[config.mk]
export PLATFORM = sky130hd
export DESIGN_NAME = esc_temp
export DESIGN_NICKNAME = d
export VERILOG_FILES = /design/src/rtl/env_sensor_compensation_assert.svh /design/src/rtl/esc_pkg.sv /design/src/rtl/esc_temp.sv
export SDC_FILE = /design/constraint.sdc
export NUM_CORES = 2
export LEC_CHECK = 0
export ABC_CLOCK_PERIOD_IN_PS = 16200
export BUFFER_PORTS_ARGS = -buffer_cell sky130_fd_sc_hd__buf_2
export CAP_MARGIN = 20
export CORE_ASPECT_RATIO = 1.2
export CORE_MARGIN = 3
export CORE_UTILIZATION = 50
export DETAILED_ROUTE_END_ITERATION = 7
export PLACE_DENSITY = 0.66
export RECOVER_POWER = 100
export SLEW_MARGIN = 0
export SYNTH_ARGS = -nofsm -noshare
export SYNTH_HDL_FRONTEND = slang
export SYNTH_SLANG_ARGS = --single-unit
[constraint.sdc]
create_clock -name i_clk -period 16.2 [get_ports i_clk]
set_input_delay 2.43 -clock i_clk [delete_from_list [all_inputs] [get_ports i_clk]]
set_output_delay 2.43 -clock i_clk [all_outputs]
set_load 0.1 [all_outputs]
[src/rtl/env_sensor_compensation_assert.svh]
// ----------------------------------------------------------------------------
// Assertion macros for the sensor compensation block
// Shared property forms used by the divider, pressure and top rtl modules
// ----------------------------------------------------------------------------
`ifndef ENV_SENSOR_COMPENSATION_ASSERT_SVH
`define ENV_SENSOR_COMPENSATION_ASSERT_SVH

// same-cycle implication
`define ESC_ASSERT_IMP(lbl, clk, rst_n, ante, cons) \
    lbl: assert property (@(posedge clk) disable iff (!(rst_n)) (ante) |-> (cons)) \
        else $error("esc assertion failed");

// next-cycle implication
`define ESC_ASSERT_NXT(lbl, clk, rst_n, ante, cons) \
    lbl: assert property (@(posedge clk) disable iff (!(rst_n)) (ante) |=> (cons)) \
        else $error("esc assertion failed");

`endif

[src/rtl/esc_pkg.sv]
// ----------------------------------------------------------------------------
// esc_pkg
// Types, register indexes, latencies and shift helpers for the compensation
// ----------------------------------------------------------------------------
package esc_pkg;

    typedef struct packed {
        logic [19:0] raw_temp;
        logic [19:0] raw_press;
        logic [15:0] raw_hum;
    } t_in;

    typedef struct packed {
        logic signed [31:0] temp_centi;
        logic [31:0]        press_q24_8;
        logic [16:0]        hum_q22_10;
    } t_out;

    typedef struct packed {
        logic [47:0] temp;
        logic [63:0] press_a;
        logic [63:0] press_b;
        logic [15:0] press_c;
        logic [63:0] hum;
    } t_calib;

    localparam int CFG_IDX_W = 3;
    localparam logic [CFG_IDX_W-1:0] REG_CALIB_TEMP    = 3'd0;
    localparam logic [CFG_IDX_W-1:0] REG_CALIB_PRESS_A = 3'd1;
    localparam logic [CFG_IDX_W-1:0] REG_CALIB_PRESS_B = 3'd2;
    localparam logic [CFG_IDX_W-1:0] REG_CALIB_PRESS_C = 3'd3;
    localparam logic [CFG_IDX_W-1:0] REG_CALIB_HUM     = 3'd4;

    localparam int TEMP_LAT  = 5;
    localparam int HUM_LAT   = 8;
    localparam int DIV_STEPS = 64;
    localparam int DIV_LAT   = DIV_STEPS + 2;
    localparam int PRESS_LAT = 5 + DIV_LAT + 4;
    localparam int TOTAL_LAT = TEMP_LAT + PRESS_LAT;

    localparam logic [31:0] HUM_MAX = 32'd419430400;

    // arithmetic right shifts on raw bit patterns
    function automatic logic [31:0] asr32(logic [31:0] x, int unsigned n);
        return $unsigned($signed(x) >>> n);
    endfunction

    function automatic logic [63:0] asr64(logic [63:0] x, int unsigned n);
        return $unsigned($signed(x) >>> n);
    endfunction

endpackage

[src/rtl/esc_temp.sv]
// ----------------------------------------------------------------------------
// esc_temp
// Five-stage temperature path: fine temperature and centidegree output
// ----------------------------------------------------------------------------
module esc_temp (
    input  logic                i_clk,
    input  logic                i_rst_n,
    input  logic                i_valid,
    input  logic [19:0]         i_raw_temp,
    input  esc_pkg::t_calib     i_calib,
    output logic                o_valid,
    output logic [31:0]         o_fine,
    output logic [31:0]         o_temp
);

    logic [31:0] t1, t2, t3;
    logic [4:0]  r_vld;
    logic [31:0] r_x1, r_d, r_m1, r_dd, r_v1, r_m2, r_fine, r_fine_o, r_temp;

    assign t1 = {16'd0, i_calib.temp[15:0]};
    assign t2 = {{16{i_calib.temp[31]}}, i_calib.temp[31:16]};
    assign t3 = {{16{i_calib.temp[47]}}, i_calib.temp[47:32]};

    // valid bits
    always_ff @(posedge i_clk) begin
        if (!i_rst_n) begin
            r_vld <= '0;
        end else begin
            r_vld <= {r_vld[3:0], i_valid};
        end
    end

    // datapath stages
    always_ff @(posedge i_clk) begin
        r_x1     <= {15'd0, i_raw_temp[19:3]} - {t1[30:0], 1'b0};
        r_d      <= {16'd0, i_raw_temp[19:4]} - t1;
        r_m1     <= r_x1 * t2;
        r_dd     <= r_d * r_d;
        r_v1     <= esc_pkg::asr32(r_m1, 11);
        r_m2     <= esc_pkg::asr32(r_dd, 12) * t3;
        r_fine   <= r_v1 + esc_pkg::asr32(r_m2, 14);
        r_temp   <= esc_pkg::asr32(r_fine * 32'd5 + 32'd128, 8);
        r_fine_o <= r_fine;
    end

    assign o_valid = r_vld[4];
    assign o_fine  = r_fine_o;
    assign o_temp  = r_temp;

endmodule

==> flow_metrics.tcl <==
set metrics [dict create \
    status "complete, but fails checks" \
    violations "capacitance limit, slew limit" \
    post-dp-hpwl_mm 63.9 \
    cp_max_fo 20 \
    ys_warn_count 0 \
    cts_root_buf "clkbuf_16" \
    yosys.area.top_type_share_pct 45.7 \
    portBuffers 132 \
    core_area_um2 70400 \
    rows 106 \
    fmax_ghz 0.110 \
    setup_viol 0 \
    startpoint_type "input port" \
    grt_overflow 0 \
    fin_crit_sh_pct 56.1 \
    numCtsBuffers 17 \
    top_level_ports 344 \
    place_ws_ns 7.20 \
    skew_ns 0.0195 \
    drt-met1-wl_mm 30.5 \
    layout-drive-gt1-share_pct 3.21 \
    fp.dieArea_um2 75000 \
    rrSetupSlack_ns 8.43 \
    wl_met2_mm 42.2 \
    r2r_start "r_d[3]" \
    hold_class "flip-flop to flip-flop" \
    async_reset_ff_share_pct 0 \
    ys_seq_area_share_pct 9.54 \
    syn_area_per_cell_um2 9.46 \
    critPathTopFamily "adder cells" \
    drt_iter0_markers 1043 \
    clockBufferDepth 2 \
    antenna_left 0 \
    synthTopCellsByArea "fa_1 (46%), ha_1 (12%), inv_1 (10%)" \
    ff2ff_path_depth 21 \
    antenna_found_initial 4 \
    fin_crit_ns 9.09 \
    hold_viol 0 \
    crit_start "i_calib[247]" \
    fp.dieW_um 251 \
    drt-total-wl_mm 79.0 \
    synth_edf_count 0 \
    htree_levels 4 \
    place_congestion 0.856 \
    syn_inst 3791 \
    cts_tree "done" \
    grt_pass1_wl_mm 132 \
    wl_met3_mm 3.84 \
    dr.pass1.iters 5 \
    final.setup.worst_slack_ns 7.11 \
    crit_path_max_incr_delay_ns 0.89 \
    crit_arrival_ns 9.42 \
    hold_start "r_m1[25]" \
    synth_commonest_cells "inv_1 (989), fa_1 (818), nand2_1 (421)" \
    vias 24100 \
    ys_seq_elements 171 \
    worstReg2RegEnd "r_dd[31]" \
    syn_area_um2 35900 \
    fp.dieH_um 299 \
    drv_cap 1 \
    cpMaxStageDelayCell "clkbuf_1" \
    yosysMostFrequentCell "inv_1" \
    postSynth.topFlopCell "dfxtp_1" \
    fin_tns_setup_ns 0 \
    clk_latency_ns 0.49 \
    start_util_pct 50.9 \
    grt_usage_pct 22.4 \
    cpMostUsedCell "fa_1" \
    worst-path-buf-inv 4 \
    hold_depth 0 \
    slew_headroom_pct -4.40 \
    clk_pin_slew_ns 0.07 \
    syn_nets 5226 \
    hold_end "r_v1[14]" \
    cp-end-kind "flip-flop" \
    slew_viol_final 34 \
    critPathRequiredTime_ns 16.52 \
    yosys.area.top_type "fa_1" \
    synthToLayoutAreaGrowth_pct 5.08 \
    hold-worst-slack_ns 0.321 \
    post_cts_buffers 0 \
    ctsHoldBuffers 0 \
    post_cts_resize_count 0 \
    rsz0062_at_grt "false" \
    cts.sinks 171 \
    worst-slew-pin-transition_ns 1.56 \
    routed.top_layer "met5" \
    wl_per_cell_um 16.6 \
    nets 5250 \
    drc 0 \
    via_per_inst 5.08 \
    grt_pass1_vias 26400 \
    crit_chain "clkbuf_1 > nand2_1 > fa_1 > inv_1 > fa_1 > fa_1 > fa_1 > fa_1 > inv_1 > fa_1 > inv_1 > ha_1 > a211oi_1 > nand2_1 > a31oi_1 > o31a_1 > o21ai_0 > o211ai_1 > o21ai_0 > o41ai_1 > xnor2_1" \
    critPathKind "input port to flip-flop" \
    yosysUniqueCellTypes 61 \
    grt_max_degree 37 \
]
[final cells by class]
type,instances,area (um2)
Timing Repair Buffer,149,701
Fill cell,6496,32700
Clock inverter,15,199
Multi-Input combinational cell,2486,28100
Sequential cell,171,3420
Clock buffer,17,425
Antenna cell,1,2.50
Inverter,990,3720
Tap cell,918,1150
[how the worst max path moves through the flow]
stage | end | slack [ns] | cells after the start
after floorplan | r_m1[31] | 7.99 | 22
after global placement | r_m2[31] | 7.22 | 21
after detailed placement | r_m2[31] | 7.20 | 21
after CTS | r_m2[31] | 7.70 | 21
after global routing | r_m1[31] | 6.81 | 19
final | r_m2[31] | 7.11 | 21
[layout by cell type, fill, tap and decap left out, types with 8 or more instances in the layout]
cell,synthesis,layout
a211oi_1,9,11
nor2b_1,22,22
fa_1,818,818
nand2_1,421,421
o21ai_0,35,37
nand3_1,15,15
o21bai_1,10,11
buf_2,0,62
a21o_1,26,26
xor2_1,43,43
nand2b_1,18,18
o21a_1,11,11
nand4_1,9,9
xnor2_1,114,114
clkbuf_1,126,70
and3_1,10,10
inv_1,989,989
nor3_1,14,14
a21oi_1,70,72
and2_1,328,326
dfxtp_1,171,171
ha_1,338,338
buf_4,18,17
o211ai_1,8,8
nor2_1,91,91
clkbuf_16,0,17
[sequential cells by signal, summed over array words and instances (netlist names)]
name and flops:
r_d 17, r_vld 5, o_temp 24, r_m1 21
r_m2 18, o_fine 22, r_v1 21, r_fine 22
r_dd 20, r_x1 1
[cell families after synthesis]
kind of cell	share of synthesized area, %
adders and majority gates	57.4
buffers and inverters	12.1
and+or+nand+nor	12.8
AOI/OAI and AO/OA	4.28
DFF	9.54
xor gates and xnor gates	3.83
muxes	0.0314
[per-stage QoR]
step | util, % | area [um2] | cells
after floorplan | - | 35900 | 3791
after global placement | 52.8 | 37200 | 4714
after detailed placement | 52.8 | 37200 | 4714
after CTS | 53.7 | 37800 | 4746
after global routing | 53.5 | 37700 | 4746
final | 53.5 | 37700 | 4747
[metal layers]
metal  GRT usage [%]  up-vias
met5               0        -
met4            7.12        4
met3            2.73      117
met2            41.7      541
met1            26.8    12300
li1                -    11100
Power is not shown: default switching activity piles up to over one toggle a cycle in this logic, so the estimate is an artifact.
